$ cat config.mk
export PLATFORM = sky130hd
export DESIGN_NAME = voxel_frame_drawing_engine
export DESIGN_NICKNAME = d
export VERILOG_FILES = /design/src/rtl/vfde_pkg.sv /design/src/rtl/voxel_frame_drawing_engine.sv /design/src/rtl/vfde_div.sv
export VERILOG_INCLUDE_DIRS = /design/src /design/src/rtl
export SDC_FILE = /design/constraint.sdc
export NUM_CORES = 1
export LEC_CHECK = 0
export BUFFER_PORTS_ARGS = -buffer_cell sky130_fd_sc_hd__buf_4
export CAP_MARGIN = 40
export CORE_MARGIN = 2
export CORE_UTILIZATION = 40
export DETAILED_ROUTE_END_ITERATION = 7
export HOLD_SLACK_MARGIN = 0.03
export PLACE_DENSITY = 0.57
export SETUP_SLACK_MARGIN = 0.15
export SKIP_LAST_GASP = 1
export SYNTH_ARGS = -nofsm -noshare
export SYNTH_HDL_FRONTEND = slang
export SYNTH_SLANG_ARGS = --single-unit
export TNS_END_PERCENT = 20
$ cat constraint.sdc
create_clock -name i_clk -period 23.6 [get_ports i_clk]
set_input_delay 3.54 -clock i_clk [delete_from_list [all_inputs] [get_ports i_clk]]
set_output_delay 3.54 -clock i_clk [all_outputs]
set_load 0.02 [all_outputs]
$ cat src/rtl/assert_macros.svh
// assertion macros used by the drawing engine
`ifndef ASSERT_MACROS_SVH
`define ASSERT_MACROS_SVH

// same-cycle implication
`define VF_ASSERT_IMP(label, clk, rst_n, ante, cons, msg) \
    label: assert property (@(posedge clk) disable iff (!rst_n) (ante) |-> (cons)) \
        else $error(msg);

// next-cycle implication
`define VF_ASSERT_NXT(label, clk, rst_n, ante, cons, msg) \
    label: assert property (@(posedge clk) disable iff (!rst_n) (ante) |=> (cons)) \
        else $error(msg);

`endif

$ cat src/rtl/vfde_pkg.sv
// shared types, command codes and helpers of the voxel frame drawing engine
package vfde_pkg;

    localparam logic [3:0] K_SET       = 4'd0;
    localparam logic [3:0] K_CLEAR     = 4'd1;
    localparam logic [3:0] K_READ      = 4'd2;
    localparam logic [3:0] K_ALTER     = 4'd3;
    localparam logic [3:0] K_PLANE_SET = 4'd4;
    localparam logic [3:0] K_PLANE_CLR = 4'd5;
    localparam logic [3:0] K_FILL      = 4'd6;
    localparam logic [3:0] K_BOX       = 4'd7;
    localparam logic [3:0] K_WALLS     = 4'd8;
    localparam logic [3:0] K_WIRE      = 4'd9;
    localparam logic [3:0] K_LINE      = 4'd10;
    localparam logic [3:0] K_SHIFT     = 4'd11;

    localparam logic [1:0] AX_X = 2'd0;
    localparam logic [1:0] AX_Y = 2'd1;
    localparam logic [1:0] AX_Z = 2'd2;

    localparam int DIV_BITS = 7;

    typedef struct packed {
        logic                start;
        logic [DIV_BITS-1:0] dividend;
        logic [2:0]          divisor;
    } t_div_req;

    typedef struct packed {
        logic                busy;
        logic                done;
        logic [DIV_BITS-1:0] quot;
    } t_div_rsp;

    // rounded a/10 for 0 <= a < 155, by reciprocal multiply of a+5
    function automatic logic [3:0] round_tenth(input logic [7:0] a);
        logic [7:0]  s;
        logic [15:0] p;
        s = a + 8'd5;
        p = 16'(s) * 16'd205;
        return p[14:11];
    endfunction

endpackage

$ cat src/rtl/voxel_frame_drawing_engine.sv
// voxel frame drawing engine: command sequencer, row memory and line stepper
// sequencing: voxel commands pass S_RD, S_WR and S_FIN, unused kinds go straight to S_FIN,
// full-frame commands (plane, fill, boxes, shift) take an S_RD/S_WR pair for each row,
// line runs three divisions, then an S_RD/S_WR pair per point, t+1 points, t the longest axis delta
// throughput: one command at a time, the next request is taken once the result is offered
// reset: synchronous, clears per-row valid bits so the frame reads as all zeros
module voxel_frame_drawing_engine
    import vfde_pkg::*;
#(
    parameter int CUBE_EDGE = 8
) (
    input  logic       i_clk,
    input  logic       i_rst_n,
    input  logic       i_valid,
    output logic       o_stall,
    input  logic [3:0] i_kind,
    input  logic [2:0] i_x_first,
    input  logic [2:0] i_y_first,
    input  logic [2:0] i_z_first,
    input  logic [2:0] i_x_second,
    input  logic [2:0] i_y_second,
    input  logic [2:0] i_z_second,
    input  logic [1:0] i_axis_sel,
    input  logic [2:0] i_plane_index,
    input  logic       i_shift_up,
    input  logic       i_draw_value,
    input  logic [7:0] i_fill_pattern,
    output logic       o_valid,
    input  logic       i_stall,
    output logic       o_voxel_bit,
    output logic [3:0] o_done_kind
);

    `include "assert_macros.svh"

    localparam int ROWS = CUBE_EDGE * CUBE_EDGE;
    localparam int AW   = $clog2(ROWS);
    localparam int CW   = $clog2(CUBE_EDGE);
    localparam logic [CUBE_EDGE-1:0] MASK = '1;
    localparam logic [CUBE_EDGE-1:0] ONE  = CUBE_EDGE'(1);

    typedef enum logic [4:0] {
        S_IDLE = 5'b00001,
        S_DIV  = 5'b00010,
        S_RD   = 5'b00100,
        S_WR   = 5'b01000,
        S_FIN  = 5'b10000
    } t_state;

    function automatic logic [2:0] clampc(input logic [2:0] v);
        return (int'(v) > CUBE_EDGE - 1) ? 3'(CUBE_EDGE - 1) : v;
    endfunction

    function automatic logic [AW-1:0] row_addr(input logic [CW-1:0] y, input logic [CW-1:0] z);
        return AW'(AW'(z) * AW'(CUBE_EDGE)) + AW'(y);
    endfunction

    function automatic logic [CUBE_EDGE-1:0] span(input logic [2:0] lo, input logic [2:0] hi);
        logic [CUBE_EDGE-1:0] a;
        logic [CUBE_EDGE-1:0] b;
        a = MASK << lo;
        b = MASK << ({1'b0, hi} + 4'd1);
        return a & ~b;
    endfunction

    function automatic logic [2:0] abs_d(input logic [2:0] a, input logic [2:0] b);
        logic [3:0] d;
        d = {1'b0, b} - {1'b0, a};
        return d[3] ? 3'(4'd0 - d) : d[2:0];
    endfunction

    function automatic logic [6:0] times10(input logic [2:0] a);
        return 7'({a, 3'b000}) + 7'({a, 1'b0});
    endfunction

    t_state r_state;
    logic [3:0] r_kind;
    logic [2:0] r_xa, r_ya, r_za, r_xb, r_yb, r_zb;
    logic [1:0] r_axis;
    logic [2:0] r_plane;
    logic       r_up, r_val;
    logic [7:0] r_pat;
    logic       r_pass, r_line, r_final;
    logic [CW-1:0] r_ry, r_rz;
    logic [1:0] r_dax;
    logic       r_dwait;
    logic [6:0] r_magx, r_magy, r_magz;
    logic       r_negx, r_negy, r_negz;
    logic [7:0] r_qx, r_qy, r_qz;
    logic [7:0] r_ax, r_ay, r_az;
    logic [2:0] r_t, r_li;
    logic       r_bit;
    logic [CUBE_EDGE-1:0] r_mem [ROWS];
    logic [ROWS-1:0]      r_vld;
    logic [CUBE_EDGE-1:0] r_rdq;
    logic       r_rdok;
    logic       r_out_valid, r_out_bit;
    logic [3:0] r_out_kind;

    t_div_req div_req;
    t_div_rsp div_rsp;

    vfde_div u_div (
        .i_clk  (i_clk),
        .i_rst_n(i_rst_n),
        .i_req  (div_req),
        .o_rsp  (div_rsp)
    );

    // request capture
    logic       in_acc, is_box;
    logic [2:0] cxa, cya, cza, cxb, cyb, czb;
    logic [2:0] adx, ady, adz, tmax;

    assign o_stall = (r_state != S_IDLE);
    assign in_acc  = i_valid && !o_stall;
    assign is_box  = (i_kind == K_BOX) || (i_kind == K_WALLS) || (i_kind == K_WIRE);
    assign cxa = clampc(i_x_first);
    assign cya = clampc(i_y_first);
    assign cza = clampc(i_z_first);
    assign cxb = clampc(i_x_second);
    assign cyb = clampc(i_y_second);
    assign czb = clampc(i_z_second);
    assign adx = abs_d(i_x_first, i_x_second);
    assign ady = abs_d(i_y_first, i_y_second);
    assign adz = abs_d(i_z_first, i_z_second);

    always_comb begin
        tmax = adx;
        if (ady > tmax) tmax = ady;
        if (adz > tmax) tmax = adz;
    end

    // divider feed
    always_comb begin
        div_req.start    = (r_state == S_DIV) && !r_dwait && !div_rsp.busy;
        div_req.divisor  = r_t;
        case (r_dax)
            2'd0:    div_req.dividend = r_magx;
            2'd1:    div_req.dividend = r_magy;
            default: div_req.dividend = r_magz;
        endcase
    end

    logic [7:0] quot8, qsigned;
    logic       qneg;
    assign quot8 = 8'(div_rsp.quot);
    always_comb begin
        case (r_dax)
            2'd0:    qneg = r_negx;
            2'd1:    qneg = r_negy;
            default: qneg = r_negz;
        endcase
    end
    assign qsigned = qneg ? (8'd0 - quot8) : quot8;

    // current point for voxel and line commands
    logic [3:0] pt_x, pt_y, pt_z;
    logic       pin;
    always_comb begin
        if (r_line && !r_final) begin
            pt_x = round_tenth(r_ax);
            pt_y = round_tenth(r_ay);
            pt_z = round_tenth(r_az);
        end else if (r_line) begin
            pt_x = {1'b0, r_xb};
            pt_y = {1'b0, r_yb};
            pt_z = {1'b0, r_zb};
        end else begin
            pt_x = {1'b0, r_xa};
            pt_y = {1'b0, r_ya};
            pt_z = {1'b0, r_za};
        end
    end
    assign pin = (int'(pt_x) < CUBE_EDGE) && (int'(pt_y) < CUBE_EDGE) &&
                 (int'(pt_z) < CUBE_EDGE);

    // pass counters
    logic          desc, last_row;
    logic [CW-1:0] nxt_ry, nxt_rz;
    assign desc = (r_kind == K_SHIFT) && r_up;
    always_comb begin
        if (desc) begin
            last_row = (r_ry == '0) && (r_rz == '0);
            nxt_ry   = (r_ry == '0) ? CW'(CUBE_EDGE - 1) : r_ry - CW'(1);
            nxt_rz   = (r_ry == '0) ? r_rz - CW'(1) : r_rz;
        end else begin
            last_row = (r_ry == CW'(CUBE_EDGE - 1)) && (r_rz == CW'(CUBE_EDGE - 1));
            nxt_ry   = (r_ry == CW'(CUBE_EDGE - 1)) ? '0 : r_ry + CW'(1);
            nxt_rz   = (r_ry == CW'(CUBE_EDGE - 1)) ? r_rz + CW'(1) : r_rz;
        end
    end

    // addresses
    logic [AW-1:0] wa, ra;
    logic          sok;
    always_comb begin
        if (r_pass) wa = row_addr(r_ry, r_rz);
        else        wa = row_addr(CW'(pt_y), CW'(pt_z));
        ra  = wa;
        sok = 1'b1;
        if (r_pass && r_kind == K_SHIFT) begin
            if (r_axis == AX_Y) begin
                sok = r_up ? (r_ry != '0) : (r_ry != CW'(CUBE_EDGE - 1));
                if (sok) ra = row_addr(r_up ? r_ry - CW'(1) : r_ry + CW'(1), r_rz);
            end else if (r_axis == AX_Z) begin
                sok = r_up ? (r_rz != '0) : (r_rz != CW'(CUBE_EDGE - 1));
                if (sok) ra = row_addr(r_ry, r_up ? r_rz - CW'(1) : r_rz + CW'(1));
            end
        end
    end

    // row update
    logic [CUBE_EDGE-1:0] old_row, n_row, pbit, sp, ends, old_sh;
    logic yin, zin, yedge, zedge, we;
    assign old_row = r_rdok ? r_rdq : '0;
    assign old_sh  = old_row >> pt_x;
    assign pbit    = ONE << pt_x;
    assign sp      = span(r_xa, r_xb);
    assign ends    = (ONE << r_xa) | (ONE << r_xb);
    assign yin     = (int'(r_ry) >= int'(r_ya)) && (int'(r_ry) <= int'(r_yb));
    assign zin     = (int'(r_rz) >= int'(r_za)) && (int'(r_rz) <= int'(r_zb));
    assign yedge   = (int'(r_ry) == int'(r_ya)) || (int'(r_ry) == int'(r_yb));
    assign zedge   = (int'(r_rz) == int'(r_za)) || (int'(r_rz) == int'(r_zb));

    always_comb begin
        n_row = old_row;
        case (r_kind)
            K_SET:   n_row = old_row | pbit;
            K_CLEAR: n_row = old_row & ~pbit;
            K_ALTER, K_LINE: n_row = r_val ? (old_row | pbit) : (old_row & ~pbit);
            K_PLANE_SET, K_PLANE_CLR: begin
                if (int'(r_plane) < CUBE_EDGE) begin
                    if (r_axis == AX_X) begin
                        if (r_kind == K_PLANE_SET) n_row = old_row | (ONE << r_plane);
                        else                       n_row = old_row & ~(ONE << r_plane);
                    end else if ((r_axis == AX_Y && int'(r_ry) == int'(r_plane)) ||
                                 (r_axis == AX_Z && int'(r_rz) == int'(r_plane))) begin
                        n_row = (r_kind == K_PLANE_SET) ? MASK : '0;
                    end
                end
            end
            K_FILL:  n_row = CUBE_EDGE'(r_pat) & MASK;
            K_BOX:   if (yin && zin) n_row = old_row | sp;
            K_WALLS: begin
                if (yin && zin) n_row = (yedge || zedge) ? sp : (old_row | ends);
            end
            K_WIRE: begin
                if (yedge && zedge)                   n_row = sp;
                else if ((zedge && yin) || (yedge && zin)) n_row = old_row | ends;
            end
            K_SHIFT: begin
                // x shift moves bits inside the row, y and z shifts copy the neighbor row
                if (r_axis == AX_X) n_row = r_up ? (old_row << 1) : (old_row >> 1);
            end
            default: n_row = old_row;
        endcase
    end

    assign we = (r_state == S_WR) && (r_pass || (pin && r_kind != K_READ));

    always_ff @(posedge i_clk) begin
        if (we) r_mem[wa] <= n_row;
        r_rdq <= r_mem[ra];
    end

    // sequencer
    always_ff @(posedge i_clk) begin
        if (!i_rst_n) begin
            r_state     <= S_IDLE;
            r_vld       <= '0;
            r_out_valid <= 1'b0;
            r_dwait     <= 1'b0;
            r_pass      <= 1'b0;
            r_line      <= 1'b0;
            r_final     <= 1'b0;
        end else begin
            if (we) r_vld[wa] <= 1'b1;
            if (r_out_valid && !i_stall) r_out_valid <= 1'b0;
            unique case (r_state)
                S_IDLE: begin
                    if (in_acc) begin
                        r_kind  <= i_kind;
                        r_xa    <= is_box ? ((cxa < cxb) ? cxa : cxb) : i_x_first;
                        r_xb    <= is_box ? ((cxa < cxb) ? cxb : cxa) : i_x_second;
                        r_ya    <= is_box ? ((cya < cyb) ? cya : cyb) : i_y_first;
                        r_yb    <= is_box ? ((cya < cyb) ? cyb : cya) : i_y_second;
                        r_za    <= is_box ? ((cza < czb) ? cza : czb) : i_z_first;
                        r_zb    <= is_box ? ((cza < czb) ? czb : cza) : i_z_second;
                        r_axis  <= i_axis_sel;
                        r_plane <= i_plane_index;
                        r_up    <= i_shift_up;
                        r_val   <= i_draw_value;
                        r_pat   <= i_fill_pattern;
                        r_bit   <= 1'b0;
                        r_final <= 1'b0;
                        r_pass  <= 1'b0;
                        r_line  <= 1'b0;
                        r_magx  <= times10(adx);
                        r_magy  <= times10(ady);
                        r_magz  <= times10(adz);
                        r_negx  <= i_x_second < i_x_first;
                        r_negy  <= i_y_second < i_y_first;
                        r_negz  <= i_z_second < i_z_first;
                        r_t     <= (tmax == 3'd0) ? 3'd1 : tmax;
                        r_dax   <= 2'd0;
                        r_li    <= 3'd0;
                        r_ry    <= (i_kind == K_SHIFT && i_shift_up) ? CW'(CUBE_EDGE - 1) : '0;
                        r_rz    <= (i_kind == K_SHIFT && i_shift_up) ? CW'(CUBE_EDGE - 1) : '0;
                        case (i_kind)
                            K_SET, K_CLEAR, K_READ, K_ALTER: r_state <= S_RD;
                            K_PLANE_SET, K_PLANE_CLR, K_FILL, K_BOX, K_WALLS, K_WIRE,
                            K_SHIFT: begin
                                r_pass  <= 1'b1;
                                r_state <= S_RD;
                            end
                            K_LINE: begin
                                r_line  <= 1'b1;
                                r_state <= S_DIV;
                            end
                            default: r_state <= S_FIN;
                        endcase
                    end
                end
                S_DIV: begin
                    if (div_req.start) r_dwait <= 1'b1;
                    if (div_rsp.done) begin
                        r_dwait <= 1'b0;
                        case (r_dax)
                            2'd0:    r_qx <= qsigned;
                            2'd1:    r_qy <= qsigned;
                            default: r_qz <= qsigned;
                        endcase
                        r_dax <= r_dax + 2'd1;
                        if (r_dax == 2'd2) begin
                            r_ax    <= 8'(times10(r_xa));
                            r_ay    <= 8'(times10(r_ya));
                            r_az    <= 8'(times10(r_za));
                            r_state <= S_RD;
                        end
                    end
                end
                S_RD: begin
                    r_rdok  <= r_vld[ra] && sok;
                    r_state <= S_WR;
                end
                S_WR: begin
                    if (r_kind == K_READ) r_bit <= pin & old_sh[0];
                    if (r_pass) begin
                        if (last_row) begin
                            r_state <= S_FIN;
                        end else begin
                            r_ry    <= nxt_ry;
                            r_rz    <= nxt_rz;
                            r_state <= S_RD;
                        end
                    end else if (r_line && !r_final) begin
                        r_ax <= r_ax + r_qx;
                        r_ay <= r_ay + r_qy;
                        r_az <= r_az + r_qz;
                        r_li <= r_li + 3'd1;
                        if (r_li == r_t - 3'd1) r_final <= 1'b1;
                        r_state <= S_RD;
                    end else begin
                        r_state <= S_FIN;
                    end
                end
                S_FIN: begin
                    if (!r_out_valid || !i_stall) begin
                        r_out_valid <= 1'b1;
                        r_out_bit   <= r_bit;
                        r_out_kind  <= r_kind;
                        r_state     <= S_IDLE;
                    end
                end
                default: r_state <= S_IDLE;
            endcase
        end
    end

    assign o_valid     = r_out_valid;
    assign o_voxel_bit = r_out_bit;
    assign o_done_kind = r_out_kind;

    `VF_ASSERT_IMP(a_bit_only_on_read, i_clk, i_rst_n, o_valid && (o_done_kind != K_READ), !o_voxel_bit, "voxel bit set on a non-read result")
    `VF_ASSERT_NXT(a_busy_after_request, i_clk, i_rst_n, i_valid && !o_stall, o_stall, "request accepted but block not busy")
    `VF_ASSERT_IMP(a_div_start_idle, i_clk, i_rst_n, div_req.start, !div_rsp.busy && (r_state == S_DIV), "divider started while busy")

endmodule

$ cat src/rtl/vfde_div.sv
// iterative restoring divider, one quotient bit per cycle
module vfde_div
    import vfde_pkg::*;
(
    input  logic     i_clk,
    input  logic     i_rst_n,
    input  t_div_req i_req,
    output t_div_rsp o_rsp
);

    logic                r_busy;
    logic                r_done;
    logic [2:0]          r_cnt;
    logic [2:0]          r_rem;
    logic [DIV_BITS-1:0] r_quo;
    logic [3:0]          trial;

    assign trial = {r_rem, r_quo[DIV_BITS-1]};

    always_ff @(posedge i_clk) begin
        if (!i_rst_n) begin
            r_busy <= 1'b0;
            r_done <= 1'b0;
            r_cnt  <= '0;
        end else begin
            r_done <= 1'b0;
            if (i_req.start && !r_busy) begin
                r_busy <= 1'b1;
                r_cnt  <= '0;
                r_rem  <= '0;
                r_quo  <= i_req.dividend;
            end else if (r_busy) begin
                if (trial >= {1'b0, i_req.divisor}) begin
                    r_rem <= 3'(trial - {1'b0, i_req.divisor});
                    r_quo <= {r_quo[DIV_BITS-2:0], 1'b1};
                end else begin
                    r_rem <= trial[2:0];
                    r_quo <= {r_quo[DIV_BITS-2:0], 1'b0};
                end
                r_cnt <= r_cnt + 3'd1;
                if (r_cnt == 3'(DIV_BITS - 1)) begin
                    r_busy <= 1'b0;
                    r_done <= 1'b1;
                end
            end
        end
    end

    assign o_rsp.busy = r_busy;
    assign o_rsp.done = r_done;
    assign o_rsp.quot = r_quo;

endmodule

==> summary.md <==
The mapped netlist covers 37100 um2. The total overflow left after global routing is 0. The final layout contains 3488 nets. The gate family responsible for the most delay along the worst path is compound AO/OA/AOI/OAI gates. In the final timing run, aggregate negative setup slack is 0 ns. In this run the static leakage power is 15.6 nW. The data required time of the worst path was 24.08 ns; the share of synthesized cell area in and, or, nand and nor gates was 9.27%. The min-delay analysis places its worst path in the category reg -> reg. The post-route netlist has 9.18% of its cells at a drive strength greater than 1. Row count: 111. The synthesized instance count was 3141; the post-synthesis compound-gate area fraction was 13.5%.

Weighted congestion reported at the end of routability-driven placement: 0.860. STA classifies the critical path endpoint as a register. At the worst endpoint, the arrival time is 8.56 ns. Synthesis-to-layout area growth: 13.1%. For this design, the slowest cell found on the critical path is sky130_fd_sc_hd__o41ai_1. For this run, design rule violations remaining after detail routing come to 0. The tools report the initial antenna violation count as 4. The total vias in the final route is 25800.

Overall power consumption after layout is estimated at 3.30 mW. The logs give 80 for the count of unique library cells instantiated by Yosys and 91800 um2 for the standard cell core area. The nature of the critical path startpoint is a register. The first-pass GRT wire length was 157000 um. The utilization after layout came out at 45.7%.

The flow ran to the end, and the final reports show no timing, DRC or antenna violations. In this run the count of I/O pins placed on the die edge is 48. Hold is met by 0.427 ns.

After Yosys synthesis, XOR and XNOR cells account for 2.20% of the synthesized area. The tools report the worst hold path startpoint as r_bit. The tools report the area of the die as 95200 um2.

Critical path class: reg -> reg. The most critical setup path has its startpoint at r_ay[2]. The detailed router put a total of 47100 um of wire on met1. The tools report the starting density of the core as 40.4%. Counting flops with an async set or reset pin after synthesis yields a share of 0%. TritonCTS built the clock tree.

Horizontal die dimension: 309 um. Of the post-synthesis cell area, the part taken by muxes is 4.18%. VDD sags by at most 0.0000519 V. The quantity of hold-fixing buffers added after cts is 0, and the diode insertion count for antenna repair is 0.

The average wire length per cell after detail routing is 22.9 um. For this run, the slowest stage of the critical path takes 0.89 ns. Topmost layer with routed signal wires: met5. The portion of the clock cycle consumed by the worst path in the final layout was 34.3%; the later-pin clock latency in the skew report was 0.66 ns. The worst path needs 8.09 ns of the cycle, external delays included. After legalization and detailed placement, the total HPWL measured 69500 um. The via count of the first global-routing pass came out at 25400.

The synthesized netlist devotes 9.57% of its cell area to adder and majority cells. The number of gates resized after CTS was 0. After the first detailed-routing iteration, the DRC count stood at 2485.

Setup violations remaining at the end of the flow were counted as 0. The dominant synthesized flop cell was sky130_fd_sc_hd__edfxtp_1. Detailed routing placed a total of 47200 um of wire on met2.

Clock tree synthesis inserted a total of 83 buffers. After synthesis, flip-flops and latches occupy 57.2% of the total area. The worst register-to-register path begins at r_ay[2]. During placement, the flow inserted port buffers numbering 47. Largest family of logic cells by synthesized area: compound AO/OA/AOI/OAI gates. Traced cell by cell, the critical path runs through a21oi_1 > nor2_1 > xnor2_1 > inv_1 > ha_1 > ha_1 > fa_1 > inv_1 > fa_1 > inv_1 > ha_1 > a211oi_2 > o21bai_1 > or3_1 > nand4b_1 > o221a_4 > buf_4 > buf_4 > a221oi_1 > o41ai_1 > o2111ai_1.

The run gives 21.6% as the combined global-route utilization of all metal layers. Across the run, the number of max-cap violations was 0. The number of buffers and inverters on the critical path is 5. Across the routed clock network, the largest skew measured is 0.0326 ns. The tools report the clock tree root buffer cell as sky130_fd_sc_hd__clkbuf_16. In this run, synthesis inferred 649 flip-flops with an integrated enable. The max-slew violation total from the final report is 0, and the maximum number of pins on one net before global-route repair is 83. The number of setup buffers added after CTS is 0. In this run the worst path has a maximum fanout of 81. Once detail routing completed, the nets flagged for antenna violations numbered 0.

The worst pin sits at a relative slew slack of 35.1%. The floorplan step set the die height to 309 um. The first TritonRoute pass finished after 5 iterations. The measured slew at the worst slew-check pin works out to 0.961 ns. The number of nets handed over by synthesis was 3441. Counting every sink on the clock net gives 736.

Summed over all nets, wire length on met3 after detailed routing comes to 6310 um. The count of yosys warnings during synthesis was 0; the number of register bits inferred by synthesis was 736. The aggregate routed wire length was 103000 um; the clock transition at the register clock pins on the worst setup and hold paths after CTS was 0.06 ns. The H-tree was split into 3 levels. The count of endpoints failing hold in the final timing report is 0. The tools report the achievable clock frequency as 124 MHz. The maximum count of clock buffers along a single path is 3, and the mean area per synthesized cell is 11.8 um2. Setup repair after global routing left no endpoint under its margin. In this run the power density over the cells is 78.8 nW/um2. After detailed routing, the number of vias per cell comes to 5.74.
==> kinds of logic (layout without fill, tap and decap cells) <==
family | after synthesis | count (layout)
AND/OR/NAND/NOR | 771 | 771
AO/OA/AOI/OAI | 761 | 761
flip-flops | 736 | 736
buffers and inverters | 367 | 482
adder cells (fa/ha/maj) | 259 | 259
multiplexers | 154 | 154
XOR/XNOR | 93 | 93
==> cells in the final DEF (no fill, tap or decap), drive strengths merged, types with 17 or more instances in the layout <==
| master | count |
|---|---|
| o21ai | 161 |
| mux2i | 147 |
| and2 | 21 |
| dfxtp | 87 |
| nand3 | 27 |
| nor2 | 197 |
| edfxtp | 649 |
| xor2 | 35 |
| nand2 | 363 |
| nor3 | 28 |
| a21oi | 236 |
| clkbuf | 105 |
| o2111ai | 17 |
| buf | 125 |
| nand2b | 25 |
| a21o | 23 |
| ha | 218 |
| fa | 41 |
| clkinv | 37 |
| xnor2 | 58 |
| nand4 | 17 |
| a221oi | 134 |
| inv | 205 |
| nor4 | 19 |
| a31oi | 18 |
| nor2b | 27 |
| o41ai | 24 |
==> per-layer routing <==
layer / vias up / global-route usage (%)
met5: - / 0
met2: 902 / 34.0
met1: 13000 / 30.9
met4: 2 / 6.52
li1: 11800 / -
met3: 171 / 3.20
==> synthesized netlist by cell type (35+ instances only) <==
master / instances / share of area, %
sky130_fd_sc_hd__xor2_1: 35 / 0.83
sky130_fd_sc_hd__a221oi_1: 134 / 3.2
sky130_fd_sc_hd__nand2_1: 362 / 3.7
sky130_fd_sc_hd__edfxtp_1: 649 / 53
sky130_fd_sc_hd__ha_1: 218 / 7.4
sky130_fd_sc_hd__inv_1: 202 / 2.0
sky130_fd_sc_hd__a21oi_1: 236 / 3.2
sky130_fd_sc_hd__nor2_1: 197 / 2.0
sky130_fd_sc_hd__fa_1: 41 / 2.2
sky130_fd_sc_hd__xnor2_1: 58 / 1.4
sky130_fd_sc_hd__dfxtp_1: 87 / 4.7
sky130_fd_sc_hd__buf_2: 78 / 1.1
sky130_fd_sc_hd__clkbuf_1: 70 / 0.71
sky130_fd_sc_hd__mux2i_1: 147 / 4.0
sky130_fd_sc_hd__o21ai_0: 158 / 2.1
==> metrics by stage <==
| stage | instance area, um2 | setup WS (ns) | cells |
|---|---|---|---|
| 3_5_place_dp | 39100 | 15.52 | 4345 |
| 6_report | 41900 | 15.51 | 4499 |
| 4_1_cts | 41900 | 15.51 | 4498 |
| 5_1_grt | 41900 | 15.12 | 4499 |
| 3_3_place_gp | 38700 | 15.61 | 4308 |
| 2_1_floorplan | 37100 | 16.12 | 3141 |
==> cell type report <==
class	instances	area, um2
repair buffers	126	1030
well taps	1243	1560
flip-flops and latches	736	21200
clock inverters	49	582
clock buffers	104	2260
multi-input cells	2038	14500
inverters	203	762
fillers	8288	49900
==> flip-flops by register name, summed over array words and instances (netlist names), 5 cells and up <==
signal / count
r_pat: 8
r_qx: 8
r_az: 8
r_state: 5
r_vld: 64
r_magx: 6
r_ay: 8
u_div.r_quo: 7
r_qy: 8
r_ax: 8
r_mem: 512
r_magz: 6
r_qz: 8
r_magy: 6
r_rdq: 8
==> path summary, 6_finish.rpt <==
check	to	slack (ns)	cells past startpoint
worst max-delay path	r_rdq[1]	15.51	21
worst min-delay path	o_voxel_bit	0.43	0
worst max register to register	r_rdq[1]	15.51	21
worst min register to register	o_voxel_bit	0.43	0
==> report_power, final <==
group          switching (mW)  internal [mW]
registers              0.0264           1.48
clock network           0.547          0.775
logic                   0.331          0.142
(Power assumes the default switching activity.)
